## src/sv/restoring_integer_divider_macros.svh

```systemverilog
// Assertion helpers shared by the divider RTL.
// Each macro expects clk and arst_n in scope.
`ifndef RESTORING_INTEGER_DIVIDER_MACROS_SVH
`define RESTORING_INTEGER_DIVIDER_MACROS_SVH

// Same-cycle implication.
`define RID_ASSERT_NOW(label, ante, cons, msg) \
	label: assert property (@(posedge clk) disable iff (!arst_n) (ante) |-> (cons)) \
		else $error(msg);

// Next-cycle implication.
`define RID_ASSERT_NEXT(label, ante, cons, msg) \
	label: assert property (@(posedge clk) disable iff (!arst_n) (ante) |=> (cons)) \
		else $error(msg);

`endif

```

## src/sv/rid_pkg.sv

```systemverilog
package rid_pkg;

	localparam int DW = 32;

	// Special case a division falls into, decided at the front of the pipe.
	typedef enum logic [1:0] {
		KIND_NORMAL    = 2'd0,
		KIND_ZERO_ZERO = 2'd1,
		KIND_ZERO_DIV  = 2'd2
	} rid_kind_t;

	typedef struct packed {
		logic          func;
		logic [DW-1:0] dividend;
		logic [DW-1:0] divisor;
	} rid_op_t;

	// Payload handed from cell to cell.
	// acc starts as the dividend magnitude and fills up with quotient bits from the right.
	typedef struct packed {
		rid_kind_t     kind;
		logic          neg_q;
		logic          neg_r;
		logic [DW-1:0] rem;
		logic [DW-1:0] acc;
		logic [DW-1:0] den;
	} rid_data_t;

	typedef struct packed {
		logic [DW-1:0] quotient;
		logic [DW-1:0] remainder;
		logic          zero_divisor;
	} rid_res_t;

endpackage

```

## src/sv/rid_cell.sv

```systemverilog
module rid_cell import rid_pkg::*; (
	input  logic      clk,
	input  logic      arst_n,
	input  logic      en,
	input  logic      valid,
	input  rid_data_t data,
	output logic      valid_q,
	output rid_data_t data_q
);

	logic [DW:0]   rem_sh;
	logic [DW+1:0] diff;
	logic          ge;
	rid_data_t     data_d;

	// One restoring step: shift in the next dividend bit, try the subtract.
	always_comb begin
		rem_sh = {data.rem, data.acc[DW-1]};
		diff   = {1'b0, rem_sh} - {2'b00, data.den};
		ge     = ~diff[DW+1];
		data_d     = data;
		data_d.rem = ge ? diff[DW-1:0] : rem_sh[DW-1:0];
		data_d.acc = {data.acc[DW-2:0], ge};
	end

	always_ff @(posedge clk or negedge arst_n) begin
		if (!arst_n) begin
			valid_q <= 1'b0;
		end else if (en) begin
			valid_q <= valid;
		end
	end

	always_ff @(posedge clk) begin
		if (en) begin
			data_q <= data_d;
		end
	end

endmodule

```

## config.mk

```make
export PLATFORM = sky130hd
export DESIGN_NAME = rid_cell
export DESIGN_NICKNAME = d
export VERILOG_FILES = /design/src/sv/restoring_integer_divider_macros.svh /design/src/sv/rid_pkg.sv /design/src/sv/rid_cell.sv
export SDC_FILE = /design/constraint.sdc
export NUM_CORES = 1
export LEC_CHECK = 0
export CORE_ASPECT_RATIO = 0.5
export CORE_MARGIN = 2
export CORE_UTILIZATION = 60
export CTS_CLUSTER_SIZE = 28
export DETAILED_ROUTE_END_ITERATION = 8
export DONT_BUFFER_PORTS = 1
export PLACE_DENSITY = 0.76
export RECOVER_POWER = 50
export SLEW_MARGIN = 40
export SYNTH_ARGS = -nofsm -noshare
export SYNTH_HDL_FRONTEND = slang
export SYNTH_SLANG_ARGS = --single-unit
```

## constraint.sdc

```tcl
create_clock -name clk -period 0.85 [get_ports clk]
set_clock_uncertainty 0.05 [all_clocks]
set_input_delay 0.085 -clock clk [delete_from_list [all_inputs] [get_ports clk]]
set_output_delay 0.085 -clock clk [all_outputs]
set_load 0.01 [all_outputs]
```

==> tab_implementation.tex, run 1 <==
\begin{tabular}{lr}
\hline
Metric & Value \\
\hline
\multicolumn{2}{l}{\textbf{Status}} \\
Outcome & complete, but fails checks \\
Violated checks & negative hold slack, negative setup slack \\
\multicolumn{2}{l}{\textbf{Timing}} \\
Final worst hold slack & -0.1987 ns \\
Worst Setup Slack, final & -1.890 ns \\
Max Slew Vio Count & 0 \\
Setup violations, final & 135 \\
Worst slew margin relative to its limit & 0.2630 \\
Worst-Margin Slew & 1.096 ns \\
Number of hold violations in the final report & 102 \\
Share of the clock period used by the worst path & 3.224 \\
Fmax & 365.0 MHz \\
Period minus WS final & 2.740 ns \\
Unrepaired setup endpoints after global routing & yes \\
\multicolumn{2}{l}{\textbf{Global route}} \\
GR Util All Layers & 0.4566 \\
Largest net degree at the start of global routing & 102 \\
GRT overflow & 0 \\
Global-route wire length before repair & 33.60 mm \\
Vias in the first global route & 5498 \\
Initial antenna violation count & 0 \\
\multicolumn{2}{l}{\textbf{Worst setup path}} \\
Max FO, Critical Path & 3 \\
Reg-to-reg critical path startpoint & valid\_q \\
Critical Path Max Stage Delay & 0.41 ns \\
Worst-path cell chain & clkinv\_16 > ha\_4 > inv\_4 > fa\_2 > a211oi\_4 > o211a\_1 > o31ai\_4 > buf\_6 > a21oi\_4 > buf\_6 > o211ai\_1 > and3\_1 > nor3\_1 > mux2\_4 \\
Worst setup path class & input pin to register \\
R2R cell count & 2 \\
Cell occurring most often along the worst timing path & buf\_6 \\
Data arrival time of the critical path & 2.80 ns \\
Crit path capture type & register \\
Register-to-register setup slack & -0.10 ns \\
Slowest library cell on the worst path & and3\_1 \\
Worst reg2reg path endpoint & valid\_q \\
Startpoint type of the worst setup path & input pin \\
Required time of the worst setup path & 0.91 ns \\
\multicolumn{2}{l}{\textbf{Logic synthesis}} \\
Area share of the largest cell type after synthesis & 0.5513 \\
Flop and latch count out of synthesis & 101 \\
Syn avg cell area & 12.88 sq um \\
Post-synthesis net count & 560 \\
Fraction of synthesis flops using an asynchronous set or reset pin & 0.009901 \\
Distinct cell type count after synthesis & 54 \\
Largest area contributor in the netlist & edfxtp\_1 \\
Post-synthesis instance area & 5446 sq um \\
Synth Instances & 423 \\
Yosys Warn Count & 0 \\
Primary FF master, synth & edfxtp\_1 \\
Sequential-to-total area share from yosys stat & 0.5559 \\
Largest cells by area after synthesis & edfxtp\_1 (55\%), ha\_1 (7.4\%), mux2\_4 (6.9\%), a21oi\_1 (2.9\%), inv\_1 (2.8\%) \\
Count of flip-flops with a built-in enable after synthesis & 100 \\
\multicolumn{2}{l}{\textbf{Worst hold path}} \\
Worst min-delay path category & input pin to register \\
Startpoint of the lowest-slack hold path & en \\
Min-Delay Path Depth & 0 \\
Endpoint of the worst hold-timing path & data\_q[87] \\
\multicolumn{2}{l}{\textbf{Clocking}} \\
Buffer levels on the longest clock path & 2 \\
Clock buffer count from CTS & 9 \\
Latest clock arrival within the worst-skew pair & 0.36 ns \\
TritonCTS clock tree & done \\
Clock sink count & 101 \\
H-tree level count & 3 \\
Clock transition at the registers of the reported paths & 0.08 ns \\
Buffer cell driving the clock tree root & clkbuf\_16 \\
\multicolumn{2}{l}{\textbf{Detailed routing}} \\
DR DRC count & 0 \\
DRT Pass-1 Iters & 8 \\
Antenna viol nets, final & 0 \\
Routed via count divided by cell count & 7.564 \\
Detailed router's first-iteration violation count & 1157 \\
Per-cell routed wire length & 37.11 um \\
Number of vias after detailed routing & 5832 \\
Total length of routed wires & 28.61 mm \\
\multicolumn{2}{l}{\textbf{Floorplanning}} \\
Initial Utilization & 0.6211 \\
Die area & 9902 sq um \\
Ports & 205 \\
Core Area & 8768 sq um \\
DIE WIDTH & 138.7 um \\
Vertical die dimension & 71.37 um \\
Site row count & 24 \\
\multicolumn{2}{l}{\textbf{Finish}} \\
Filler cells & 204 \\
Syn-to-layout area delta & 53.37\% \\
Number of diodes & 0 \\
Multi-input logic area & 2620 sq um \\
Total area of sequential cells & 3028 sq um \\
Nets & 786 \\
Utilization after layout & 0.9526 \\
Share of cells above drive strength 1 & 0.3532 \\
\multicolumn{2}{l}{\textbf{Job}} \\
\# Max-Cap Violations & 0 \\
\multicolumn{2}{l}{\textbf{Placed design}} \\
Final GP Congestion & 0.8639 \\
Detailed placement HPWL & 11.51 mm \\
Minimum setup slack after placement & -2.047 ns \\
Port Buf Inserts & 0 \\
\multicolumn{2}{l}{\textbf{Power and ir drop}} \\
VDD IR-drop max & 1377 uV \\
Lkg Pwr & 3.448 nW \\
Power density over cell area & 1898 nW/um\^{}2 \\
Total Power Consumption & 15.86 mW \\
\hline
\end{tabular}
-- sequential cells by signal, summed over array words and instances, names as in the netlist --
register  cells
data_q      100
valid_q       1
-- critical path: cells and delay by family --
kind / cells / cell delay [ns]
AO/OA/AOI/OAI: 5 / 1.09
AND/OR/NAND/NOR: 2 / 0.55
multiplexers: 1 / 0.29
buffers and inverters: 4 / 0.38
adder cells (fa/ha/maj): 2 / 0.40
-- metrics by stage --
stage | cell area (sq um) | setup TNS, ns | cells
after floorplan | 5563 | -56.47 | 423
after global placement | 6379 | -58.11 | 631
after detailed placement | 6379 | -61.03 | 631
after CTS | 8055 | -53.60 | 759
after global routing | 8353 | -63.52 | 771
final | 8353 | -66.27 | 771
-- Yosys cell counts, drive strengths merged, types with 7 or more instances --
| master | instances |
|---|---|
| inv | 41 |
| ha | 32 |
| buf | 8 |
| mux2 | 28 |
| o21ai | 18 |
| nor2 | 16 |
| a21o | 7 |
| xnor2 | 17 |
| xor2 | 7 |
| nand2 | 23 |
| a21oi | 33 |
| edfxtp | 100 |
-- cell usage in the layout, fill, tap and decap left out, types with 4 or more instances in the layout --
master / n
inv_8: 5
o31ai_1: 4
ha_4: 13
xor2_1: 6
nor2_1: 15
clkbuf_16: 9
a21o_1: 7
buf_6: 16
and3_1: 4
nand2b_1: 4
mux2i_1: 6
edfxtp_1: 100
o21ai_1: 5
inv_1: 32
o21ai_0: 11
a21oi_2: 8
dlygate4sd3_1: 99
mux2_4: 27
o21a_1: 6
o211ai_1: 4
buf_4: 103
ha_1: 19
xnor2_1: 16
nand2_1: 22
a21oi_4: 5
nand4_1: 6
a21oi_1: 20
nand3_1: 4
nor3_1: 6
-- cells by family after synthesis --
logic type,share of synthesized area
fa+ha+maj,0.07719
flops,0.5559
compound gates,0.1259
mux,0.08615
simple gates,0.07329
xor+xnor,0.03859
buf+inv,0.04296
-- what timing repair did --
item | in CTS | in global routing
cloned | 3 | 0
pin swaps | 17 | 29
gates resized for setup | 59 | 44
hold endpoints to repair | 199 | 104
endpoints found under the setup margin | 134 | 135
hold buffers | 97 | 2
setup buffers | 12 | 12
-- power breakdown --
| group | internal (mW) | switching (mW) | leakage [nW] |
|---|---|---|---|
| logic | 2.33 | 2.46 | 2.32 |
| clock network | 2.06 | 2.22 | 0.137 |
| registers | 6.16 | 0.629 | 0.990 |
| total | 10.6 | 5.30 | 3.45 |
-- routing by layer --
metal / track usage / vias to the layer above / share of wire
met4: 0.2716 / 0 / 0.11
met5: 0.02871 / - / 0
met1: 0.5311 / 2608 / 0.30
met2: 0.7536 / 860 / 0.41
li1: - / 2042 / -
met3: 0.1551 / 322 / 0.18
-- area by class of cell --
cell class,instances,area share
clock buffers,10,0.02741
clock inverters,6,0.006741
inverters,41,0.02561
multi-input cells,273,0.3137
flip-flops and latches,101,0.3625
well taps,117,0.01753
repair buffers,223,0.2466
-- worst max-delay path by stage --
stage,slack [ns],startpoint,endpoint,cells after the start
floorplan,-1.78,data[21],data_q[67],12
global placement,-1.93,data[63],data_q[92],12
detailed placement,-2.05,data[63],data_q[88],12
CTS,-1.56,data[63],data_q[88],12
global route,-1.84,data[63],data_q[94],14
finish,-1.89,data[63],data_q[94],14
No activity file was read; power rests on OpenSTA's default activity.
==> inputs of run 2 (changes only) <==
Settings changed: CORE_MARGIN 2 to 1, CORE_UTILIZATION 60 to 38, PLACE_DENSITY 0.76 to 0.52.
==> tab_implementation.tex, run 2 (synthesis gave the netlist of run 1 again) <==
\begin{tabular}{lr}
\hline
Metric & Value \\
\hline
\multicolumn{2}{l}{\textbf{Clocking}} \\
TritonCTS clock tree & done \\
Clock transition at the registers of the reported paths & 0.07 ns \\
Number of buffers inserted by hold repair at cts & 100 \\
Buffer cell driving the clock tree root & clkbuf\_16 \\
Clock sink count & 101 \\
H-tree level count & 3 \\
Latest clock arrival within the worst-skew pair & 0.35 ns \\
Clock buffer count from CTS & 9 \\
Buffer levels on the longest clock path & 2 \\
\multicolumn{2}{l}{\textbf{Worst setup path}} \\
Data arrival time of the critical path & 2.31 ns \\
Worst reg2reg path endpoint & valid\_q \\
Reg-to-reg critical path startpoint & valid\_q \\
Required time of the worst setup path & 0.91 ns \\
Max FO, Critical Path & 3 \\
Register-to-register setup slack & -0.10 ns \\
R2R cell count & 2 \\
Startpoint type of the worst setup path & input pin \\
Crit path capture type & register \\
Worst setup path class & input pin to register \\
\multicolumn{2}{l}{\textbf{Detailed routing}} \\
Met1 layer wirelength in the final routing & 6.749 mm \\
DR DRC count & 0 \\
Routed via count divided by cell count & 4.890 \\
Total length of routed wires & 14.53 mm \\
Highest routed layer & met4 \\
Per-cell routed wire length & 17.24 um \\
Antenna viol nets, final & 0 \\
Detailed router's first-iteration violation count & 222 \\
Number of vias after detailed routing & 4122 \\
DRT Pass-1 Iters & 4 \\
Met3 WL post-DR & 961 um \\
Routed wire length on met2 & 6.694 mm \\
\multicolumn{2}{l}{\textbf{Finish}} \\
Number of diodes & 0 \\
Utilization after layout & 0.6001 \\
Largest registers & data\_q (100), valid\_q (1) \\
Nets & 783 \\
Share of cells above drive strength 1 & 0.3318 \\
Total area of sequential cells & 3028 sq um \\
Number of standard cells in the final layout excluding fillers & 843 \\
Filler cells & 1131 \\
Syn-to-layout area delta & 51.78\% \\
Flip-flop count of the largest register, all copies and words added & 100 \\
Register with the highest flop count & data\_q \\
Multi-input logic area & 2475 sq um \\
Layout Cell Area excl Fill & 8267 sq um \\
Commonest non-fill, non-tap cell in the layout & buf\_4 \\
Commonest non-fill, non-tap cells in the layout & buf\_4 (105), edfxtp\_1 (100), dlygate4sd3\_1 (100) \\
\multicolumn{2}{l}{\textbf{Timing}} \\
Worst-Margin Slew & 0.3816 ns \\
Summed negative setup slack over all endpoints & -50.51 ns \\
Period minus WS final & 2.250 ns \\
Fmax & 444.5 MHz \\
Final worst hold slack & -0.2257 ns \\
Share of the clock period used by the worst path & 2.647 \\
Max Slew Vio Count & 0 \\
Unrepaired setup endpoints after global routing & yes \\
Worst Setup Slack, final & -1.400 ns \\
Number of hold violations in the final report & 103 \\
Worst slew margin relative to its limit & 0.7429 \\
Setup violations, final & 135 \\
\multicolumn{2}{l}{\textbf{Placed design}} \\
Minimum setup slack after placement & -1.942 ns \\
Total placed instance area & 6480 sq um \\
Detailed placement HPWL & 9.748 mm \\
Count of placed standard cells including taps & 707 \\
Port Buf Inserts & 0 \\
Final GP Congestion & 0.8152 \\
\multicolumn{2}{l}{\textbf{Power and ir drop}} \\
Portion of total power attributed to combinational logic & 0.254 \\
Switching power & 4.011 mW \\
Power density over cell area & 1748 nW/um\^{}2 \\
Internal cell power & 10.44 mW \\
Part of the total power dissipated in sequential elements & 0.460 \\
Lkg Pwr & 3.413 nW \\
Clock group share of total power & 0.287 \\
VDD IR-drop max & 860.6 uV \\
Total Power Consumption & 14.45 mW \\
Sw Share & 0.2776 \\
\multicolumn{2}{l}{\textbf{Global route}} \\
Global-route wire length before repair & 22.11 mm \\
Largest net degree at the start of global routing & 102 \\
Vias in the first global route & 4160 \\
Initial antenna violation count & 0 \\
GR Util All Layers & 0.1975 \\
GRT overflow & 0 \\
\multicolumn{2}{l}{\textbf{Floorplanning}} \\
Ports & 205 \\
Core Area & 13780 sq um \\
Vertical die dimension & 86.66 um \\
Initial Utilization & 0.3954 \\
Site row count & 30 \\
Die area & 14840 sq um \\
DIE WIDTH & 171.3 um \\
\multicolumn{2}{l}{\textbf{Worst hold path}} \\
Worst min-delay path category & input pin to register \\
Endpoint of the worst hold-timing path & data\_q[0] \\
Startpoint of the lowest-slack hold path & data[0] \\
Min-Delay Path Depth & 0 \\
\multicolumn{2}{l}{\textbf{Job}} \\
\# Max-Cap Violations & 0 \\
\multicolumn{2}{l}{\textbf{Status}} \\
Violated checks & negative hold slack, negative setup slack \\
Outcome & complete, but fails checks \\
\hline
\end{tabular}
-- run 2: cell count changes in the layout (fill, tap and decap cells not counted), sizes merged --
cell and change:
buf -4, clkinv -1, clkinvlp -1, dlygate4sd3 +1
clkbuf -1, inv +3
-- run 2: worst max-delay path, stage by stage --
cell and delay [ns]:
clkinv_8 0.02, ha_4 0.11, inv_2 0.03, fa_2 0.35
a211oi_2 0.26, o211a_1 0.23, o31ai_4 0.09, o41a_1 0.45
a41oi_2 0.20, o21ai_1 0.07, a21boi_2 0.15, mux2_4 0.25
-- run 2: what timing repair did --
| item | CTS | global route |
|---|---|---|
| endpoints found under the hold margin | 200 | 103 |
| gates cloned | 3 | 0 |
| endpoints found under the setup margin | 134 | 134 |
| resized for setup | 66 | 13 |
| setup buffers | 13 | 5 |
| pin swaps | 26 | 13 |
-- run 2: area by class of cell --
class                      instances  share of cell area
inverter                          41             0.02497
clock buffer                       9             0.02724
multi-input combinational        273              0.2994
tap                              192             0.02906
sequential                       101              0.3663
clock inverter                     7            0.007719
timing repair buffer             220              0.2453
-- run 2: worst max path at each step --
| stage | start | to | slack (ns) | depth (start not counted) |
|---|---|---|---|---|
| 2_1_floorplan | data[21] | data_q[67] | -1.78 | 12 |
| 3_3_place_gp | data[63] | data_q[92] | -1.89 | 12 |
| 3_5_place_dp | data[63] | data_q[92] | -1.94 | 12 |
| 4_1_cts | data[63] | data_q[92] | -1.42 | 12 |
| 5_1_grt | data[63] | data_q[92] | -1.50 | 12 |
| 6_report | data[63] | data_q[92] | -1.40 | 12 |
-- run 2: power groups by stage --
| stage | sequential [mW] | clock [mW] | combinational (mW) |
|---|---|---|---|
| floorplan | 6.66 | 0 | 1.89 |
| global placement | 6.78 | 0 | 2.75 |
| detailed placement | 6.77 | 0 | 2.77 |
| CTS | 6.66 | 4.27 | 3.62 |
| global route | 6.70 | 4.44 | 3.98 |
| finish | 6.64 | 4.14 | 3.67 |
-- run 2: metal layers --
layer | up-vias | track usage
li1 | 2037 | -
met1 | 1951 | 0.2603
met2 | 125 | 0.3193
met3 | 9 | 0.05890
met4 | 0 | 0.04789
met5 | - | 0
