--- config.mk ---
export PLATFORM = sky130hd
export DESIGN_NAME = rid_prep
export DESIGN_NICKNAME = d
export VERILOG_FILES = /design/src/sv/restoring_integer_divider_macros.svh /design/src/sv/rid_pkg.sv /design/src/sv/rid_prep.sv
export SDC_FILE = /design/constraint.sdc
export NUM_CORES = 1
export LEC_CHECK = 0
export BUFFER_PORTS_ARGS = -buffer_cell sky130_fd_sc_hd__buf_2
export CAP_MARGIN = 0
export CORE_AREA = 2 2 91 180
export CTS_CLUSTER_DIAMETER = 100
export CTS_CLUSTER_SIZE = 14
export DETAILED_ROUTE_END_ITERATION = 10
export DIE_AREA = 0 0 93 182
export HOLD_SLACK_MARGIN = 0.06
export PLACE_DENSITY = 0.46
export RECOVER_POWER = 100
export SYNTH_ARGS = -nofsm -noshare
export SYNTH_HDL_FRONTEND = slang
export SYNTH_SLANG_ARGS = --single-unit
export TNS_END_PERCENT = 20
--- constraint.sdc ---
create_clock -name clk -period 0.9 [get_ports clk]
set_input_delay 0.18 -clock clk [delete_from_list [all_inputs] [get_ports clk]]
set_output_delay 0.18 -clock clk [all_outputs]
set_load 0.02 [all_outputs]
--- src/sv/restoring_integer_divider_macros.svh ---
// Assertion helpers shared by the divider RTL.
// Each macro expects clk and arst_n in scope.
`ifndef RESTORING_INTEGER_DIVIDER_MACROS_SVH
`define RESTORING_INTEGER_DIVIDER_MACROS_SVH

// Same-cycle implication.
`define RID_ASSERT_NOW(label, ante, cons, msg) \
	label: assert property (@(posedge clk) disable iff (!arst_n) (ante) |-> (cons)) \
		else $error(msg);

// Next-cycle implication.
`define RID_ASSERT_NEXT(label, ante, cons, msg) \
	label: assert property (@(posedge clk) disable iff (!arst_n) (ante) |=> (cons)) \
		else $error(msg);

`endif

--- src/sv/rid_pkg.sv ---
package rid_pkg;

	localparam int DW = 32;

	// Special case a division falls into, decided at the front of the pipe.
	typedef enum logic [1:0] {
		KIND_NORMAL    = 2'd0,
		KIND_ZERO_ZERO = 2'd1,
		KIND_ZERO_DIV  = 2'd2
	} rid_kind_t;

	typedef struct packed {
		logic          func;
		logic [DW-1:0] dividend;
		logic [DW-1:0] divisor;
	} rid_op_t;

	// Payload handed from cell to cell.
	// acc starts as the dividend magnitude and fills up with quotient bits from the right.
	typedef struct packed {
		rid_kind_t     kind;
		logic          neg_q;
		logic          neg_r;
		logic [DW-1:0] rem;
		logic [DW-1:0] acc;
		logic [DW-1:0] den;
	} rid_data_t;

	typedef struct packed {
		logic [DW-1:0] quotient;
		logic [DW-1:0] remainder;
		logic          zero_divisor;
	} rid_res_t;

endpackage

--- src/sv/rid_prep.sv ---
module rid_prep import rid_pkg::*; (
	input  logic      clk,
	input  logic      arst_n,
	input  logic      en,
	input  logic      valid,
	input  rid_op_t   op,
	output logic      valid_q,
	output rid_data_t data_q
);

	logic          a_neg;
	logic          b_neg;
	logic [DW-1:0] a_mag;
	logic [DW-1:0] b_mag;
	rid_data_t     data_d;

	always_comb begin
		a_neg = op.func & op.dividend[DW-1];
		b_neg = op.func & op.divisor[DW-1];
		a_mag = a_neg ? (~op.dividend + {{(DW-1){1'b0}}, 1'b1}) : op.dividend;
		b_mag = b_neg ? (~op.divisor + {{(DW-1){1'b0}}, 1'b1}) : op.divisor;
		data_d.rem   = '0;
		data_d.acc   = a_mag;
		data_d.den   = b_mag;
		data_d.neg_q = a_neg ^ b_neg;
		data_d.neg_r = a_neg;
		if (op.divisor != '0) begin
			data_d.kind = KIND_NORMAL;
		end else if (op.dividend == '0) begin
			data_d.kind = KIND_ZERO_ZERO;
		end else begin
			data_d.kind = KIND_ZERO_DIV;
		end
	end

	always_ff @(posedge clk or negedge arst_n) begin
		if (!arst_n) begin
			valid_q <= 1'b0;
		end else if (en) begin
			valid_q <= valid;
		end
	end

	always_ff @(posedge clk) begin
		if (en) begin
			data_q <= data_d;
		end
	end

endmodule

==> reports/qor.yml, run 1 <==
yosysMostFrequentCell: "edfxtp_1"
die_x_um: 93
p_leak_nw: 2.703
synth_compound_area_frac: 0.08600
grt-ovfl-total: 0
clkLatencyLatePin_ns: 0.34
path_clk_slew_ns: 0.06
cp-start-kind: "input port"
htree_levels: 3
synth_top_area_cell: "edfxtp_1"
synth-main-ff-cell: "edfxtp_1"
setup.worst_path.start: "op[36]"
drv_cap: 0
antenna_found_initial: 1
row_count: 65
synth_top_family_by_area: "simple AND/OR/NAND/NOR gates"
cts_root_buffer: "clkbuf_16"
async_flop_share: 0.01449
ant_nets: 0
synthCells: 328
wl_per_cell_um: 13.85
cts.sinks: 69
period_share: 1.701
drc_errors: 0
clkPwrFrac: 0.364
drt_iter0_drc: 82
seq_area_frac_synth: 0.5402
endpoint_kind: "flip-flop"
setup_violations: 131
grt_pass1_wl_um: 16420
grt_usage: 0.1274
power.share.sequential: 0.413
dr.pass1.iters: 4
worst_slack_ns: -0.6306
synth_top_area_share: 0.5337
synth_top_cells_by_area: "edfxtp_1, xor2_1, buf_4, xnor2_1, nor2_1"
fillers: 1593
grt_max_degree: 27
power_mw: 9.721
worstPathMaxFanout: 5
cts_tree: "done"
gp_congestion: 0.7871
fp.dieH_um: 182
arrival_ns: 1.61
min-delay-start: "valid"
internal_power_mw: 7.038
fmaxAchievable_mhz: 653.4
cts_made_buffers: 9
r2r_slack_ns: 0.16
whs_ns: 0.07719
synth_adder_area_share: 0.006540
power_density_mw_per_mm2: 1533
vias: 3322
hold_depth: 2
start_util: 0.2450
synth_edf_count: 68
power.share.switching: 0.2760
yosysWarningCount: 0
worstReg2RegStart: "valid_q"
hold_end: "valid_q"
maxSlewViolCount: 0
min_path_type: "in2reg"
io_pins: 170
drive_above_1_share: 0.5586
yosys_register_bits: 69
nets: 646
area_growth_pct: 65.76
viasPerCell: 4.248
r2r_end: "valid_q"
crit_type: "in2reg"
hold_viol_final: 0
synth.distinct_cells: 40
synth-xor-area-share: 0.1351
switchingPower_mw: 2.683
first_global_vias: 3188
dpl.hpwl_um: 8097
rsz0062_at_grt: "true"
wl_um: 10830
port_buffers: 137
worstPathRequired_ns: 0.98
die-area_sq_mm: 0.01693
r2r_cells: 1
status: "complete, but fails checks"
setup-tns-final_ns: -36.53
finClkSkew_ns: 0
core_sq_mm: 0.01562
post_synth.cell_area_avg_sq_um: 11.67
comb_power_share: 0.223
syn-cell-area_sq_mm: 0.003826
yosys.area_share.simple: 0.1426
synth_mux_area_frac: 0.002943
post-route-min-period_ns: 1.531
peakVddDrop_mv: 0.8983
cts.path.max_buffers: 2
synth_common_cells: "edfxtp_1, xor2_1, buf_4"
failed_checks: "setup timing"
## layout make-up
type,count,area [sq um],share of cell area
multi-input cells,237,1976,0.3115
repair buffers,246,1694,0.2671
clock buffers,12,246.5,0.03886
inverters,12,57.56,0.009075
clock inverters,4,47.55,0.007497
well taps,201,251.5,0.03965
diodes,1,2.502,0.0003946
flip-flops and latches,69,2067,0.3259
## worst max path at each step
stage                       to  depth (start not counted)
floorplan           data_q[46]                          5
global placement    data_q[55]                          6
detailed placement  data_q[61]                          6
CTS                 data_q[99]                          6
global route        data_q[99]                          8
finish              data_q[46]                          5
## metal layers
metal  vias to the layer above  part of all wire  track usage  routed length (um)
met5                         -                 0            0                   0
li1                       1643                 -            -                   -
met3                        12             0.072      0.03734                 785
met1                      1541              0.41       0.1513                4387
met2                       126              0.50       0.2107                5461
met4                         0             0.018      0.05706                 198
## cells in the final DEF (no fill, tap or decap), types with 8 or more instances in the layout
cell type / count
buf_6: 29
or3_1: 8
xor2_1: 39
clkbuf_16: 9
buf_2: 118
nor2_1: 27
or4_4: 8
buf_4: 83
xnor2_1: 19
conb_1: 32
edfxtp_1: 68
a21oi_2: 9
## registers in the layout, indices dropped and copies added (netlist names)
signal	flops
data_q	68
valid_q	1
## repair_timing
item / in CTS / in global routing
buffers inserted: 8 / 8
pin swaps: 30 / 11
hold buffers: 1 / 0
setup endpoints to repair: 131 / 129
cloned: 1 / 0
resized for setup: 90 / 44
endpoints found under the hold margin: 1 / 0
## cell families (layout without fill, tap and decap cells)
family / after synthesis / in the layout
AO/OA/AOI/OAI: 52 / 52
XOR/XNOR: 59 / 59
adder cells (fa/ha/maj): 2 / 2
buffers and inverters: 53 / 274
flip-flops: 69 / 69
multiplexers: 1 / 1
other: 1 / 33
AND/OR/NAND/NOR: 91 / 91
## power by group through the flow
stage / Sequential, mW / Clock (mW) / Combinational (mW)
after CTS: 4.02 / 3.65 / 2.13
final: 4.01 / 3.54 / 2.17
after detailed placement: 4.08 / 0 / 1.97
after floorplan: 4.51 / 0 / 0.635
after global routing: 4.04 / 3.75 / 2.34
after global placement: 4.08 / 0 / 1.97
## per-stage QoR
step,instance area (sq um),setup WS [ns],util,cells
5_1_grt,6340,-0.7034,0.4060,781
3_3_place_gp,5383,-1.069,0.3447,747
6_report,6342,-0.6306,0.4062,782
2_1_floorplan,3990,-0.9668,-,359
4_1_cts,6156,-0.6392,0.3942,773
3_5_place_dp,5383,-1.077,0.3447,747
## critical path: stages
cell	delay, ns
buf_6	0.09
or4_4	0.59
or3_4	0.43
o41ai_4	0.22
xnor2_1	0.10
Power figures use the tool's default switching activity.
==> run 2: changes to the inputs <==
--- a/config.mk
+++ b/config.mk
@@ -5,15 +5,16 @@
 export SDC_FILE = /design/constraint.sdc
 export NUM_CORES = 1
 export LEC_CHECK = 0
+export ABC_AREA = 1
 export BUFFER_PORTS_ARGS = -buffer_cell sky130_fd_sc_hd__buf_2
 export CAP_MARGIN = 0
-export CORE_AREA = 2 2 91 180
+export CORE_AREA = 2 2 99 196
 export CTS_CLUSTER_DIAMETER = 100
 export CTS_CLUSTER_SIZE = 14
 export DETAILED_ROUTE_END_ITERATION = 10
-export DIE_AREA = 0 0 93 182
+export DIE_AREA = 0 0 101 198
 export HOLD_SLACK_MARGIN = 0.06
-export PLACE_DENSITY = 0.46
+export PLACE_DENSITY = 0.45
 export RECOVER_POWER = 100
 export SYNTH_ARGS = -nofsm -noshare
 export SYNTH_HDL_FRONTEND = slang
==> reports/qor.yml, run 2 <==
wl_um: 15900
nets: 931
endpoint_kind: "output pin"
met2WireLength_um: 9228
area_growth_pct: 69.65
grt_max_degree: 20
worstPathMaxFanout: 1
dr.pass1.iters: 4
wl_per_cell_um: 14.68
min-delay-start: "op[9]"
fp.dieH_um: 198
cts_tree: "done"
synth_top_cells_by_area: "edfxtp_1, nand2_1, nor2_1, buf_4, inv_1"
ant_nets: 0
period_share: 1.245
viasPerCell: 4.267
yosys_register_bits: 69
largest_register: "data_q"
r2r_cells: 1
highest_layer: "met4"
yosysMostFrequentCell: "nand2_1"
worstReg2RegStart: "valid_q"
setup_violations: 115
num_antenna_cells: 0
first_global_vias: 4507
yosysWarningCount: 0
drt_iter0_drc: 85
grt_pass1_wl_um: 23400
synth-main-ff-cell: "edfxtp_1"
final_common_cell: "nand2_1"
hold_depth: 2
seq_area_frac_synth: 0.4553
grt_usage: 0.1620
arrival_ns: 0.94
multiInputGateArea_sq_mm: 0.002698
hold_end: "data_q[9]"
path_clk_slew_ns: 0.06
drive_above_1_share: 0.5000
vias: 4621
worstPathRequired_ns: 0.72
cp_slowest_cell: "edfxtp_1"
wirelength_met1_um: 5168
worst_slack_ns: -0.2202
post-route-min-period_ns: 1.120
cts_root_buffer: "clkbuf_16"
gp_congestion: 0.8449
syn-cell-area_sq_mm: 0.004539
final_cell_mix: "nand2_1, buf_4, buf_2"
cts_made_buffers: 9
start_util: 0.2433
synthCells: 574
crit_buf_inv: 1
die-area_sq_mm: 0.02000
rsz0062_at_grt: "true"
failed_checks: "setup timing"
hold_viol_final: 0
top_regs: "data_q: 68 flops, valid_q: 1 flops"
async_flop_share: 0.01449
antenna_found_initial: 0
status: "complete, but fails checks"
p_leak_nw: 3.503
seq_area_sq_mm: 0.002067
cpPeakStageDelay_ns: 0.43
power_density_mw_per_mm2: 1328
fin_cells: 1083
port_buffers: 137
synth_common_cells: "nand2_1, nor2_1, edfxtp_1"
maxSlewViolCount: 0
synth_top_area_share: 0.4498
synth_edf_count: 68
row_count: 71
crit_type: "reg2out"
r2r_slack_ns: 0.16
clkLatencyLatePin_ns: 0.34
largest_register_ffs: 68
drc_errors: 0
min_path_type: "in2reg"
drv_cap: 0
die_x_um: 101
wl_met3_um: 741
core_sq_mm: 0.01866
io_pins: 170
finClkSkew_ns: 0
cp-start-kind: "flip-flop"
peakVddDrop_mv: 0.6362
cts.sinks: 69
post_synth.cell_area_avg_sq_um: 7.908
cts.path.max_buffers: 2
r2r_end: "valid_q"
fillers: 1884
synth_top_area_cell: "edfxtp_1"
dpl.hpwl_um: 13200
htree_levels: 3
fmaxAchievable_mhz: 892.7
synth.distinct_cells: 27
place_inst: 1049
grt-ovfl-total: 0
final_core_util: 0.4128
crit_chain: "buf_6"
path_delay_family: "flip-flops"
## run 2: cell count changes in the layout (fill, tap and decap cells not counted), moves of 9 or more
cell / before / now
o21ai_1: 2 / 11
inv_1: 7 / 42
nand2_4: 0 / 10
buf_2: 118 / 92
nand3_1: 0 / 27
nor2_4: 1 / 51
buf_6: 29 / 52
nand2_2: 1 / 23
xor2_1: 39 / 13
nand2_1: 5 / 150
nor2_1: 27 / 44
buf_4: 83 / 115
nor2_2: 1 / 31
## run 2: worst max-delay path by stage
stage	cells past startpoint	slack (ns)	start	end
2_1_floorplan	9	-0.24	op[1]	data_q[18]
3_3_place_gp	9	-0.71	op[38]	data_q[43]
3_5_place_dp	9	-0.70	op[33]	data_q[43]
4_1_cts	1	-0.26	data_q[59]	data_q[59]
5_1_grt	1	-0.25	data_q[59]	data_q[59]
6_report	1	-0.22	data_q[59]	data_q[59]
## run 2: kinds of logic (layout without fill, tap and decap cells)
group,Yosys count,count (layout),synth area share
flip-flops,69,69,0.4553
adder cells (fa/ha/maj),2,2,0.005512
multiplexers,1,1,0.002481
other,1,32,0.0008261
AO/OA/AOI/OAI,35,35,0.04245
XOR/XNOR,26,26,0.05017
AND/OR/NAND/NOR,351,351,0.3343
buffers and inverters,89,348,0.1089
## run 2: per-layer routing
metal / vias to the layer above / track usage
li1: 2350 / -
met1: 2085 / 0.1401
met2: 154 / 0.3244
met3: 32 / 0.03671
met4: 0 / 0.09109
met5: - / 0
## run 2: timing repair
item / 4_1_cts / 5_1_grt
gates cloned: 0 / 0
setup buffers: 7 / 9
endpoints found under the setup margin: 124 / 123
hold buffers: 4 / 0
endpoints found under the hold margin: 4 / 0
gates resized for setup: 154 / 128
pin swaps: 52 / 50
## run 2: final cells by class
cell class                 count  area share
multi-input combinational    447      0.3503
timing repair buffer         282      0.2840
clock buffer                  11     0.03022
sequential                    69      0.2684
clock inverter                 4    0.002112
inverter                      51     0.02941
tap                          219     0.03558
## run 2: where the power goes
| group | leakage (nW) | internal [mW] | switching [mW] |
|---|---|---|---|
| logic | 2.71 | 1.31 | 1.75 |
| registers | 0.675 | 3.94 | 0.100 |
| clock network | 0.122 | 1.82 | 1.31 |
## run 2: per-stage QoR
| stage | area [sq um] | setup slack, ns | power [mW] | TNS [ns] | hold WS [ns] |
|---|---|---|---|---|---|
| floorplan | 4781 | -0.2402 | 5.493 | -8.106 | -0.1156 |
| global placement | 6451 | -0.7148 | 6.703 | -33.99 | -0.04471 |
| detailed placement | 6451 | -0.7021 | 6.708 | -33.97 | -0.04490 |
| CTS | 7318 | -0.2586 | 10.21 | -15.49 | 0.1094 |
| global route | 7701 | -0.2508 | 10.78 | -19.42 | 0.1203 |
| finish | 7701 | -0.2202 | 10.23 | -13.90 | 0.1305 |
==> run 3: changes to the inputs <==
--- a/config.mk
+++ b/config.mk
@@ -8,13 +8,15 @@
 export ABC_AREA = 1
 export BUFFER_PORTS_ARGS = -buffer_cell sky130_fd_sc_hd__buf_2
 export CAP_MARGIN = 0
+export CELL_PAD_IN_SITES_DETAIL_PLACEMENT = 1
+export CELL_PAD_IN_SITES_GLOBAL_PLACEMENT = 1
 export CORE_AREA = 2 2 99 196
 export CTS_CLUSTER_DIAMETER = 100
 export CTS_CLUSTER_SIZE = 14
 export DETAILED_ROUTE_END_ITERATION = 10
 export DIE_AREA = 0 0 101 198
 export HOLD_SLACK_MARGIN = 0.06
-export PLACE_DENSITY = 0.45
+export PLACE_DENSITY = 0.59
 export RECOVER_POWER = 100
 export SYNTH_ARGS = -nofsm -noshare
 export SYNTH_HDL_FRONTEND = slang
==> reports/qor.yml, run 3 (same netlist as run 2, synthesis figures left out) <==
cp-start-kind: "flip-flop"
cts.sinks: 69
top_regs: "data_q: 68 flops, valid_q: 1 flops"
grt_max_degree: 20
min_path_type: "in2reg"
arrival_ns: 0.94
failed_checks: "setup timing"
r2r_cells: 1
cts_root_buffer: "clkbuf_16"
ant_nets: 0
min-delay-start: "valid"
core_sq_mm: 0.01866
htree_levels: 3
crit_type: "reg2out"
endpoint_kind: "output pin"
hold_depth: 2
worstPathMaxFanout: 1
port_buffers: 137
wl_um: 19720
busiest_layer: "met2"
antenna_found_initial: 0
die_x_um: 101
rsz0062_at_grt: "true"
use_met1: 0.1628
hold_viol_final: 0
post-route-min-period_ns: 1.123
die-area_sq_mm: 0.02000
p_leak_nw: 3.723
clkLatencyLatePin_ns: 0.34
drive_above_1_share: 0.5445
grt-ovfl-total: 0
finClkSkew_ns: 0
r2r_slack_ns: 0.17
gp_congestion: 0.9358
drc_errors: 0
final_cell_mix: "nand2_1, buf_4, buf_2"
viasPerCell: 4.544
cts_made_buffers: 9
path_delay_family: "flip-flops"
start_util: 0.2433
maxSlewViolCount: 0
post-place-ws_ns: -0.7451
nets: 953
wl_per_cell_um: 17.83
crit_chain: "buf_6"
period_share: 1.248
vias: 5026
crit_buf_inv: 1
grt_pass1_wl_um: 28570
worstReg2RegStart: "valid_q"
cts_tree: "done"
final_common_cell: "nand2_1"
row_count: 71
fp.dieH_um: 198
worstPathRequired_ns: 0.72
met3_usage: 0.02824
dpl.hpwl_um: 15350
power_density_mw_per_mm2: 1368
fmaxAchievable_mhz: 890.1
largest_register: "data_q"
power_mw: 11.17
dr.pass1.iters: 4
cts.path.max_buffers: 2
placed_area_sq_mm: 0.006546
io_pins: 170
r2r_end: "valid_q"
met2_usage: 0.4040
drt_iter0_drc: 116
grt_usage: 0.1927
cp_slowest_cell: "edfxtp_1"
num_antenna_cells: 0
drv_cap: 0
area_growth_pct: 79.80
hold_end: "valid_q"
peakVddDrop_mv: 0.5940
largest_register_ffs: 68
setup_violations: 122
first_global_vias: 5451
path_clk_slew_ns: 0.06
worst_slack_ns: -0.2235
status: "complete, but fails checks"
final_area_sq_mm: 0.008162
cpPeakStageDelay_ns: 0.44
run 3: cell types whose count changed in the layout (fill, tap and decap cells not counted), moves of 4 or more:
cell	delta
buf_4	+11
clkbuf_1	+6
nand2_1	-18
nand2_2	+13
nand2_4	+5
nand3_2	+4
nor2_1	-13
nor2_4	+13
o21ai_0	-4
o21ai_1	+4
run 3: routing by layer:
layer  part of all wire  routed length (um)  up-vias
met5                  0                   0        -
met4              0.051                1005        0
met3              0.038                 753       49
met2               0.61               11950      174
met1               0.30                6010     2420
li1                   -                   -     2383
run 3: worst max path at each step:
stage / endpoint / from / slack (ns) / cells past startpoint
floorplan: data_q[18] / op[1] / -0.24 / 9
detailed placement: data_q[59] / op[33] / -0.75 / 9
global route: data_q[17] / data_q[17] / -0.25 / 1
finish: data_q[17] / data_q[17] / -0.22 / 1
CTS: data_q[9] / data_q[9] / -0.26 / 1
global placement: data_q[59] / op[33] / -0.72 / 9
run 3: timing repair:
item                       4_1_cts  5_1_grt
hold endpoints to repair         3        0
hold buffers                     3        0
setup endpoints to repair      123      125
buffers inserted                17        9
gates cloned                     0        1
gates resized for setup        233      120
pin swaps                       83       58
run 3: power by group:
part | switching, mW | total [mW] | internal [mW]
clock network | 1.40 | 3.80 | 2.40
registers | 0.119 | 4.06 | 3.94
logic | 1.91 | 3.31 | 1.40
total | 3.43 | 11.2 | 7.74
run 3: final cells by class:
cell class | instances | area, sq um
Clock inverter | 6 | 77.57
Timing Repair Buffer | 304 | 2394
Tap cell | 219 | 274.0
Multi-Input combinational cell | 447 | 2879
Inverter | 51 | 241.5
Clock buffer | 10 | 229.0
Sequential cell | 69 | 2067
Fill cell | 2198 | 10490
run 3: stage by stage:
step	hold WS (ns)	cells	util	TNS (ns)
final	0.07948	1106	0.4375	-16.23
after floorplan	-0.1156	605	-	-8.106
after detailed placement	-0.04416	1060	0.3509	-34.37
after CTS	0.06723	1096	0.4180	-15.75
after global placement	-0.04498	1060	0.3509	-33.57
after global routing	0.06137	1106	0.4375	-21.15
