===== src/sv/restoring_integer_divider_macros.svh =====
// Assertion helpers shared by the divider RTL.
// Each macro expects clk and arst_n in scope.
`ifndef RESTORING_INTEGER_DIVIDER_MACROS_SVH
`define RESTORING_INTEGER_DIVIDER_MACROS_SVH

// Same-cycle implication.
`define RID_ASSERT_NOW(label, ante, cons, msg) \
	label: assert property (@(posedge clk) disable iff (!arst_n) (ante) |-> (cons)) \
		else $error(msg);

// Next-cycle implication.
`define RID_ASSERT_NEXT(label, ante, cons, msg) \
	label: assert property (@(posedge clk) disable iff (!arst_n) (ante) |=> (cons)) \
		else $error(msg);

`endif


===== src/sv/rid_pkg.sv =====
package rid_pkg;

	localparam int DW = 32;

	// Special case a division falls into, decided at the front of the pipe.
	typedef enum logic [1:0] {
		KIND_NORMAL    = 2'd0,
		KIND_ZERO_ZERO = 2'd1,
		KIND_ZERO_DIV  = 2'd2
	} rid_kind_t;

	typedef struct packed {
		logic          func;
		logic [DW-1:0] dividend;
		logic [DW-1:0] divisor;
	} rid_op_t;

	// Payload handed from cell to cell.
	// acc starts as the dividend magnitude and fills up with quotient bits from the right.
	typedef struct packed {
		rid_kind_t     kind;
		logic          neg_q;
		logic          neg_r;
		logic [DW-1:0] rem;
		logic [DW-1:0] acc;
		logic [DW-1:0] den;
	} rid_data_t;

	typedef struct packed {
		logic [DW-1:0] quotient;
		logic [DW-1:0] remainder;
		logic          zero_divisor;
	} rid_res_t;

endpackage


===== src/sv/rid_post.sv =====
module rid_post import rid_pkg::*; (
	input  logic      clk,
	input  logic      arst_n,
	input  logic      en,
	input  logic      valid,
	input  rid_data_t data,
	output logic      valid_q,
	output rid_res_t  res_q
);

	rid_res_t res_d;

	always_comb begin
		res_d.zero_divisor = 1'b0;
		res_d.quotient     = data.neg_q ? (~data.acc + {{(DW-1){1'b0}}, 1'b1}) : data.acc;
		res_d.remainder    = data.neg_r ? (~data.rem + {{(DW-1){1'b0}}, 1'b1}) : data.rem;
		case (data.kind)
			KIND_ZERO_ZERO: begin
				res_d.quotient  = {{(DW-1){1'b0}}, 1'b1};
				res_d.remainder = '0;
			end
			KIND_ZERO_DIV: begin
				res_d.quotient     = '1;
				res_d.remainder    = '1;
				res_d.zero_divisor = 1'b1;
			end
			default: begin
			end
		endcase
	end

	always_ff @(posedge clk or negedge arst_n) begin
		if (!arst_n) begin
			valid_q <= 1'b0;
		end else if (en) begin
			valid_q <= valid;
		end
	end

	always_ff @(posedge clk) begin
		if (en) begin
			res_q <= res_d;
		end
	end

endmodule


===== config.mk =====
export PLATFORM = sky130hd
export DESIGN_NAME = rid_post
export DESIGN_NICKNAME = d
export VERILOG_FILES = /design/src/sv/restoring_integer_divider_macros.svh /design/src/sv/rid_pkg.sv /design/src/sv/rid_post.sv
export SDC_FILE = /design/constraint.sdc
export NUM_CORES = 1
export LEC_CHECK = 0
export ABC_AREA = 1
export BUFFER_PORTS_ARGS = -buffer_cell sky130_fd_sc_hd__buf_2
export CAP_MARGIN = 10
export CELL_PAD_IN_SITES_DETAIL_PLACEMENT = 1
export CELL_PAD_IN_SITES_GLOBAL_PLACEMENT = 2
export CORE_ASPECT_RATIO = 1.4
export CORE_MARGIN = 2
export CORE_UTILIZATION = 28
export DETAILED_ROUTE_END_ITERATION = 10
export GPL_TIMING_DRIVEN = 0
export PLACE_DENSITY_LB_ADDON = 0.1
export SETUP_SLACK_MARGIN = 0.05
export SYNTH_ARGS = -nofsm -noshare
export SYNTH_HDL_FRONTEND = slang
export SYNTH_SLANG_ARGS = --single-unit

===== constraint.sdc =====
create_clock -name clk -period 1.7 [get_ports clk]
set_input_delay 0.17 -clock clk [delete_from_list [all_inputs] [get_ports clk]]
set_output_delay 0.17 -clock clk [all_outputs]
set_load 0.05 [all_outputs]

==> results of run 1 <==
==> flip-flops by register name (all words and copies together) (netlist names) <==
register,cells
valid_q,1
res_q,65
==> critical path, delay by kind of cell <==
kind            cells  cell delay (ps)
buf+inv             4              850
fa+ha+maj           1              290
compound gates      1              220
simple gates        1              120
==> Yosys cell counts, types with 3 or more instances <==
library cell / number
clkbuf_1: 8
nor2_2: 7
nand2_1: 218
edfxtp_1: 65
o31ai_1: 3
o21ai_0: 38
inv_2: 3
inv_1: 19
nand2_2: 7
xor2_1: 3
buf_2: 12
nor2_4: 3
nand3_1: 55
nor3_1: 5
o21ai_1: 7
o21bai_1: 3
ha_1: 3
nor2_1: 101
nand3b_1: 25
a21oi_1: 19
==> metrics by stage <==
| step | worst slack (ps) | TNS [ps] | util (%) | power, W | cells |
|---|---|---|---|---|---|
| 2_1_floorplan | 363 | 0 | - | 0.00322 | 615 |
| 3_3_place_gp | -345 | -12490 | 34.5 | 0.00373 | 946 |
| 3_5_place_dp | -357 | -10400 | 34.6 | 0.00375 | 946 |
| 4_1_cts | 79.9 | 0 | 36.5 | 0.00568 | 963 |
| 5_1_grt | 75.7 | 0 | 36.5 | 0.00585 | 963 |
| 6_report | 205 | 0 | 36.5 | 0.00560 | 963 |
==> power by group through the flow <==
stage	logic, W	registers [W]	clock network [W]
2_1_floorplan	0.000456	0.00276	0
3_3_place_gp	0.00162	0.00211	0
3_5_place_dp	0.00164	0.00211	0
4_1_cts	0.00165	0.00208	0.00196
5_1_grt	0.00175	0.00209	0.00200
6_report	0.00163	0.00207	0.00189
==> per-layer routing <==
layer | vias up | wire (um) | GRT usage, %
li1 | 2349 | - | -
met1 | 2287 | 6490 | 21.4
met2 | 109 | 9580 | 39.8
met3 | 26 | 528 | 2.62
met4 | 0 | 388 | 6.85
met5 | - | 0 | 0
==> what timing repair did <==
item | 4_1_cts | 5_1_grt
hold endpoints to repair | 1 | 0
gates resized for setup | 1 | 6
hold buffers | 1 | 0
setup buffers | 0 | 0
endpoints found under the setup margin | 2 | 22
==> final cells by class <==
type / count / share of cell area, %
well taps: 196 / 4.30
multi-input cells: 505 / 40.4
clock inverters: 6 / 1.16
repair buffers: 136 / 12.1
clock buffers: 10 / 4.01
inverters: 22 / 1.45
flip-flops and latches: 66 / 34.7
plain buffers: 22 / 1.93
==> cells by family after synthesis <==
kind of cell,after synthesis,synth area share [%]
AO/OA/AOI/OAI,73,8.68
multiplexers,1,0.252
flip-flops,66,44.2
adder cells (fa/ha/maj),3,0.840
XOR/XNOR,4,0.784
buffers and inverters,44,4.20
AND/OR/NAND/NOR,424,41.0
==> final timing paths <==
path | cells past startpoint | from | endpoint
setup / recovery | 7 | data[98] | res_q[14]$_DFFE_PP_
hold / removal | 2 | valid | valid_q$_DFFE_PN0P_
setup reg to reg | 1 | valid_q$_DFFE_PN0P_ | valid_q$_DFFE_PN0P_
hold reg to reg | 1 | valid_q$_DFFE_PN0P_ | valid_q$_DFFE_PN0P_
max in group asynchronous | 2 | arst_n | valid_q$_DFFE_PN0P_
min in group asynchronous | 2 | arst_n | valid_q$_DFFE_PN0P_
==> summary.md, run 1 <==
| Metric | Value |
|---|---|
| Die area | `0.0170 sq mm` |
| Hold WS | `71.7 ps` |
| Reg2Reg Setup Slack | `960 ps` |
| Buffers on Ports | `135` |
| Fin nets | `869` |
| DRT Wirelength | `17000 um` |
| Yosys top cell by area | `edfxtp_1` |
| Req. time, crit path | `1860 ps` |
| Sink Count | `66` |
| Core Rows | `54` |
| Area post-placement | `0.00539 sq mm` |
| # diodes | `0` |
| Crit-path cells | `buf_2 -> inv_1 -> ha_1 -> buf_2 -> clkbuf_1 -> nand2_1 -> o21ai_0` |
| Crit share post-route | `88.0%` |
| Post-route antenna net violation count | `0` |
| Fill count | `2022` |
| Slew @ Worst Pin | `893 ps` |
| CTS Buf Count | `9` |
| Final setup viols | `0` |
| CTS tree | `yes` |
| Combined area of the multi-input logic cells | `0.00230 sq mm` |
| Post-Syn Nets | `722` |
| Share of post-route cells with drive strength above 1 | `24.9%` |
| Final HPWL DP | `13200 um` |
| Initial antenna violation count | `0` |
| Total gr overflow | `0` |
| Internal | `0.00355 W` |
| Worst Path Arrival | `1650 ps` |
| Largest net degree at the start of global routing | `67` |
| Commonest non-fill, non-tap cell in the layout | `nand2_1` |
| Sequential power share | `37.0%` |
| Routability Congestion | `0.860` |
| Synthesized cell area | `0.00447 sq mm` |
| Status | `finished clean` |
| Clock buffer depth | `2` |
| Share of the synthesized area in the top cell type | `43.7%` |
| Worst Setup Start Kind | `input pin` |
| Yosys warns | `0` |
| Top post-synthesis cells by area | `edfxtp_1, nand2_1, nor2_1, nand3_1, o21ai_0` |
| Sw frac | `36.6%` |
| Initial DRT Pass Iterations | `4` |
| Starting Density | `28.6%` |
| # IOs | `170` |
| Slew headroom | `40.5%` |
| Synth unique cells | `28` |
| Peak Freq | `0.669 GHz` |
| Syn Inst Count | `615` |
| Sequential cell area | `0.00198 sq mm` |
| Ys flop type | `edfxtp_1` |
| GRT Overall Usage | `20.1%` |
| Worst clock skew | `0 ps` |
| Avg Inst Size Synth | `7.27 sq um` |
| Iter 0 DRT Violations | `127` |
| Clk network pwr share | `33.9%` |
| Psw | `0.00205 W` |
| Cell mode on critical path | `buf_2` |
| DR vias | `4771` |
| Die Y | `153 um` |
| Logic pwr share | `29.1%` |
| CTS clock-pin slew for the worst setup and hold paths | `60 ps` |
| Die W | `111 um` |
| First-pass GRT wire length | `26600 um` |
| Lkg Pwr | `2.53 nW` |
| Root Buffer | `clkbuf_16` |
| H-tree depth reported by CTS | `3` |
| Number of synthesized flops with an enable pin | `65` |
| Hold Crit Class | `input pin to flip-flop` |
| Register area share after synthesis | `44.2%` |
| CP endpoint kind | `flip-flop` |
| Final min period | `1500 ps` |
| Worst vdd ir | `512 uV` |
| Final Slew Violations | `0` |
| Number of global-route vias before repair | `4884` |
| Worst path max stage delay | `500 ps` |
| Core ar. | `0.0156 sq mm` |
| Hold Fails Final Rpt | `0` |
| Power Density | `981 mW/mm^2` |
| Worst-Skew Late Latency | `330 ps` |
| Fin area | `0.00570 sq mm` |
| Worst path slowest cell | `clkbuf_1` |
| Crit-path max FO | `10` |
| DRC | `0` |
| Unrepaired setup endpoints after global routing | `no` |
| Max Cap Viol | `0` |
| Synth async-reset ratio | `1.52%` |
| Critical path class | `input pin to flip-flop` |
| Area Growth Syn to Fin | `27.6%` |
| Vias/cell | `4.95` |
| Routed len/inst | `17.6 um` |
| Flops & latches, synth | `66` |
| Most frequent cells in the layout | `nand2_1, buf_2, nor2_1` |
No activity file was read; power rests on OpenSTA's default activity.
==> run 2, diff against run 1 <==
--- a/config.mk
+++ b/config.mk
@@ -8,7 +8,7 @@
 export ABC_AREA = 1
 export BUFFER_PORTS_ARGS = -buffer_cell sky130_fd_sc_hd__buf_2
 export CAP_MARGIN = 10
-export CELL_PAD_IN_SITES_DETAIL_PLACEMENT = 1
+export CELL_PAD_IN_SITES_DETAIL_PLACEMENT = 0
 export CELL_PAD_IN_SITES_GLOBAL_PLACEMENT = 2
 export CORE_ASPECT_RATIO = 1.4
 export CORE_MARGIN = 2
@@ -16,6 +16,7 @@
 export DETAILED_ROUTE_END_ITERATION = 10
 export GPL_TIMING_DRIVEN = 0
 export PLACE_DENSITY_LB_ADDON = 0.1
+export REMOVE_ABC_BUFFERS = 1
 export SETUP_SLACK_MARGIN = 0.05
 export SYNTH_ARGS = -nofsm -noshare
 export SYNTH_HDL_FRONTEND = slang
==> run 2 against run 1 <==
Register-to-register slack about the same. Clock power shrank 4%. Highest routed layer unchanged. Final cell count fell by 1.8%. Critical endpoint is now res_q[45]$_DFFE_PP_. Cell area barely moved. Sequential share of layout area about the same. Worst hold slack worse by 9.6 ps. Clock skew unchanged. Fmax increased by 9.4%. Combinational power barely moved. Setup slack gained 130 ps.
==> summary.md, run 2 (synthesized netlist as in run 1, its figures left out) <==
| Metric | Value |
|---|---|
| Worst clock skew | `0 ps` |
| Die Y | `153 um` |
| Hold Fails Final Rpt | `0` |
| Reg2Reg Setup Slack | `970 ps` |
| Post-route antenna net violation count | `0` |
| First-pass GRT wire length | `24200 um` |
| # IOs | `170` |
| Sequential cell area | `0.00198 sq mm` |
| Power Density | `966 mW/mm^2` |
| Unrepaired setup endpoints after global routing | `no` |
| Area Growth Syn to Fin | `27.6%` |
| Final HPWL DP | `11000 um` |
| DRT Wirelength | `14900 um` |
| Fin nets | `854` |
| Crit-path max FO | `38` |
| Final setup viols | `0` |
| Placed cell count | `928` |
| Worst Path Arrival | `1450 ps` |
| # diodes | `0` |
| Routability Congestion | `0.763` |
| Combined area of the multi-input logic cells | `0.00233 sq mm` |
| Most frequent cells in the layout | `nand2_1, buf_2, nor2_1` |
| Core Rows | `54` |
| Total power | `0.00551 W` |
| Hold WS | `62.0 ps` |
| Hold endpoint | `valid_q$_DFFE_PN0P_` |
| Largest register FFs | `65` |
| R2R Path End | `valid_q$_DFFE_PN0P_` |
| Worst path max stage delay | `290 ps` |
| Final Slew Violations | `0` |
| CTS Buf Count | `9` |
| Largest net degree at the start of global routing | `67` |
| Commonest non-fill, non-tap cell in the layout | `nand2_1` |
| Initial antenna violation count | `0` |
| DR vias | `4496` |
| Critical path class | `input pin to flip-flop` |
| Fin area | `0.00570 sq mm` |
| Reg2Reg Launch Point | `valid_q$_DFFE_PN0P_` |
| Final min period | `1370 ps` |
| Hold depth | `2` |
| Routed len/inst | `15.8 um` |
| Max Cap Viol | `0` |
| Worst-Skew Late Latency | `340 ps` |
| Cell depth of the worst flop-to-flop path | `1` |
| Core ar. | `0.0156 sq mm` |
| Buffers on Ports | `137` |
| DRC | `0` |
| Total gr overflow | `0` |
| Slew @ Worst Pin | `895 ps` |
| Crit share post-route | `80.4%` |
| Die W | `111 um` |
| Biggest registers after layout | `res_q: 65 flops, valid_q: 1 flops` |
| Lkg Pwr | `2.52 nW` |
| Sink Count | `66` |
| CTS clock-pin slew for the worst setup and hold paths | `50 ps` |
| Crit-path cells | `buf_2 -> inv_1 -> ha_4 -> buf_12 -> inv_2 -> nand2_8 -> buf_12 -> o21ai_0` |
| H-tree depth reported by CTS | `3` |
| Status | `finished clean` |
| Share of post-route cells with drive strength above 1 | `23.9%` |
| Worst vdd ir | `389 uV` |
| Starting Density | `28.6%` |
| Area post-placement | `0.00534 sq mm` |
| Worst hold start | `valid` |
| Peak Freq | `0.731 GHz` |
| Req. time, crit path | `1780 ps` |
| Most flops, register | `res_q` |
| CTS tree | `yes` |
| Fill count | `1709` |
| Vias/cell | `4.75` |
| Cell mode on critical path | `buf_12` |
| Worst path slowest cell | `ha_4` |
| Iter 0 DRT Violations | `148` |
| Die area | `0.0170 sq mm` |
| Initial DRT Pass Iterations | `4` |
| GRT Overall Usage | `18.2%` |
| Post-route non-filler standard cell count | `946` |
| Worst Setup Start Kind | `input pin` |
| Clock buffer depth | `2` |
| CP endpoint kind | `flip-flop` |
| Hold Crit Class | `input pin to flip-flop` |
| Slew headroom | `40.3%` |
| Root Buffer | `clkbuf_16` |
| Number of global-route vias before repair | `4583` |
-- run 2: changes by cell type in the layout (fill, tap and decap cells not counted), moves of 2 or more --
cell and change:
clkbuf_4 +2, buf_2 -12, clkbuf_2 -4, buf_12 +2
clkbuf_1 -5, clkinv_1 +2, clkinvlp_4 -3
-- run 2: what timing repair did --
item	CTS	global route
setup endpoints to repair	63	12
hold buffers	1	0
gates cloned	1	0
endpoints found under the hold margin	1	0
pin swaps	0	1
resized for setup	3	2
setup buffers	0	2
-- run 2: stage by stage --
step                utilization [%]  worst slack, ps  setup TNS (ps)
finish                         36.5              333               0
global route                   36.5              164               0
CTS                            36.4             89.0               0
detailed placement             34.2             -768          -39860
global placement               33.9            -3310         -198370
floorplan                         -            -1160          -69020
-- run 2: cell type report --
type                            count  area share [%]
Timing Repair Buffer              143            13.9
Tap cell                          196            4.30
Inverter                           22            1.45
Sequential cell                    66            34.7
Clock inverter                      5           0.834
Clock buffer                        9            3.95
Multi-Input combinational cell    505            40.9
-- run 2: per-layer routing --
metal  wire length (um)  global-route usage [%]  vias up  part of all wire (%)
li1                   -                       -     2326                     -
met1               5600                    18.9     2042                    38
met2               8440                    36.1      110                    57
met3                543                    2.74       18                   3.6
met4                316                    7.26        0                   2.1
met5                  0                       0        -                     0
-- run 2: worst max-delay path: cells and delay by family --
kind,cells,cell delay (ps)
buffers and inverters,5,660
and+or+nand+nor,1,190
AOI/OAI and AO/OA,1,130
adders and majority gates,1,290
-- run 2: worst max path at each step --
stage	from	end	slack (ps)
after floorplan	data[98]	res_q[10]$_DFFE_PP_	-1160
after global placement	data[98]	res_q[40]$_DFFE_PP_	-3310
after detailed placement	data[98]	res_q[48]$_DFFE_PP_	-770
after CTS	data[96]	res_q[29]$_DFFE_PP_	90
after global routing	data[96]	res_q[29]$_DFFE_PP_	160
final	data[98]	res_q[45]$_DFFE_PP_	330
-- run 2: power breakdown --
group / internal, W / switching, W
clock: 0.00110 / 0.000722
combinational: 0.000408 / 0.00120
sequential: 0.00202 / 0.0000447
==> run 3, diff against run 2 <==
--- a/config.mk
+++ b/config.mk
@@ -12,7 +12,7 @@
 export CELL_PAD_IN_SITES_GLOBAL_PLACEMENT = 2
 export CORE_ASPECT_RATIO = 1.4
 export CORE_MARGIN = 2
-export CORE_UTILIZATION = 28
+export CORE_UTILIZATION = 24
 export DETAILED_ROUTE_END_ITERATION = 10
 export GPL_TIMING_DRIVEN = 0
 export PLACE_DENSITY_LB_ADDON = 0.1
==> constraint.sdc (replaced) <==
create_clock -name clk -period 1.2 [get_ports clk]
set_input_delay 0.12 -clock clk [delete_from_list [all_inputs] [get_ports clk]]
set_output_delay 0.12 -clock clk [all_outputs]
set_load 0.05 [all_outputs]
==> run 3 against run 2 <==
Global-route usage shrank 1.1 points. Total power up 43%. Sequential power grew 42%. First-iteration DRC count rose by 55%. Count of clock-buffer cells in the layout up 2.
==> summary.md, run 3 (synthesized netlist as in run 1, its figures left out) <==
| Metric | Value |
|---|---|
| Status | `finished clean` |
| Sequential cell area | `0.00198 sq mm` |
| Crit-path cells | `clkbuf_4` |
| Worst vdd ir | `517 uV` |
| Final Slew Violations | `0` |
| H-tree depth reported by CTS | `3` |
| Share of post-route cells with drive strength above 1 | `33.0%` |
| Worst path slowest cell | `edfxtp_1` |
| Util after Layout | `33.6%` |
| Final HPWL DP | `11500 um` |
| Biggest registers after layout | `res_q: 65 flops, valid_q: 1 flops` |
| Unrepaired setup endpoints after global routing | `yes` |
| Clock buffer depth | `2` |
| Critical path class | `flip-flop to output pin` |
| Total gr overflow | `0` |
| First-pass GRT wire length | `25300 um` |
| CTS Buf Count | `9` |
| DRC | `0` |
| Sink Count | `66` |
| Worst clock skew | `0 ps` |
| Area post-placement | `0.00540 sq mm` |
| Initial DRT Pass Iterations | `4` |
| CTS tree | `yes` |
| Top delay family on crit path | `flip-flops` |
| Iter 0 DRT Violations | `230` |
| DRT Wirelength | `16500 um` |
| Initial antenna violation count | `0` |
| Hold Fails Final Rpt | `0` |
| Worst path max stage delay | `430 ps` |
| Fin nets | `865` |
| Buffers on Ports | `137` |
| Core ar. | `0.0185 sq mm` |
| Slew headroom | `42.0%` |
| Vias/cell | `4.52` |
| GRT Overall Usage | `17.1%` |
| Combined area of the multi-input logic cells | `0.00263 sq mm` |
| Pre-CTS setup slack | `-1270 ps` |
| Core Rows | `59` |
| Area Growth Syn to Fin | `38.7%` |
| Crit share post-route | `94.4%` |
| Die W | `119 um` |
| CP Buf/Inv Count | `1` |
| Root Buffer | `clkbuf_16` |
| DR vias | `4555` |
| Req. time, crit path | `1080 ps` |
| Crit-path max FO | `1` |
| # IOs | `170` |
| Largest register FFs | `65` |
| Routability Congestion | `0.789` |
| Final min period | `1130 ps` |
| Final setup viols | `0` |
| Hold Crit Class | `input pin to asynchronous set/reset pin` |
| Commonest non-fill, non-tap cell in the layout | `nand2_1` |
| Largest net degree at the start of global routing | `67` |
| Number of global-route vias before repair | `4582` |
| Worst-Skew Late Latency | `340 ps` |
| Post-route antenna net violation count | `0` |
| Placed cell count | `976` |
| Worst Path Arrival | `1010 ps` |
| Max Cap Viol | `0` |
| Post-route non-filler standard cell count | `1007` |
| Peak Freq | `0.883 GHz` |
| Most frequent cells in the layout | `nand2_1, buf_2, nor2_1` |
| CP endpoint kind | `output pin` |
| Fin area | `0.00620 sq mm` |
| Worst Setup Start Kind | `flip-flop` |
| Routed len/inst | `16.3 um` |
| Slew @ Worst Pin | `869 ps` |
| Power Density | `1270 mW/mm^2` |
| Die Y | `165 um` |
| Starting Density | `24.2%` |
| # diodes | `0` |
| Setup TNS | `0 ps` |
| Setup slack after layout | `66.9 ps` |
| Lkg Pwr | `2.62 nW` |
| Fill count | `2010` |
| Die area | `0.0197 sq mm` |
| Most flops, register | `res_q` |
| CTS clock-pin slew for the worst setup and hold paths | `60 ps` |
## run 3: layer usage
layer  track usage [%]  wire [um]  part of all wire, %  up-vias
met5                 0          0                    0        -
met4              6.26        306                  1.9        0
met3              2.78        646                  3.9       17
met2              34.5       9310                   57      103
met1              17.7       6180                   38     2082
li1                  -          -                    -     2353
## run 3: repair_timing
| item | in CTS | in global routing |
|---|---|---|
| buffers inserted | 3 | 7 |
| gates resized for setup | 27 | 81 |
| cloned | 3 | 0 |
| hold buffers | 2 | 0 |
| setup endpoints to repair | 63 | 53 |
| pin swaps | 4 | 14 |
| hold endpoints to repair | 2 | 0 |
## run 3: final cells by class
type | count | share of cell area (%)
clock inverters | 5 | 0.525
multi-input cells | 506 | 42.5
inverters | 22 | 1.55
flip-flops and latches | 66 | 31.9
clock buffers | 11 | 3.75
repair buffers | 153 | 14.9
well taps | 244 | 4.92
## run 3: path summary, 6_finish.rpt
| check | startpoint | to | slack [ps] | depth (start not counted) |
|---|---|---|---|---|
| worst min register to register | valid_q$_DFFE_PN0P_ | valid_q$_DFFE_PN0P_ | 510 | 1 |
| max in group asynchronous | arst_n | valid_q$_DFFE_PN0P_ | 1040 | 2 |
| worst max register to register | valid_q$_DFFE_PN0P_ | valid_q$_DFFE_PN0P_ | 460 | 1 |
| worst max-delay path | res_q[59]$_DFFE_PP_ | res_q[59] | 70 | 1 |
| worst min-delay path | arst_n | valid_q$_DFFE_PN0P_ | 80 | 2 |
| min in group clk | data[32] | res_q[33]$_DFFE_PP_ | 100 | 3 |
## run 3: metrics by stage
stage / hold slack [ps] / total power, W
floorplan: -176 / 0.00450
global placement: -106 / 0.00522
detailed placement: -105 / 0.00523
CTS: 54.2 / 0.00788
global route: 76.3 / 0.00827
finish: 76.7 / 0.00786
## run 3: power by group
part	switching [W]	internal (W)	total, W
combinational	0.00181	0.000660	0.00247
sequential	0.0000615	0.00287	0.00293
clock	0.00107	0.00139	0.00247
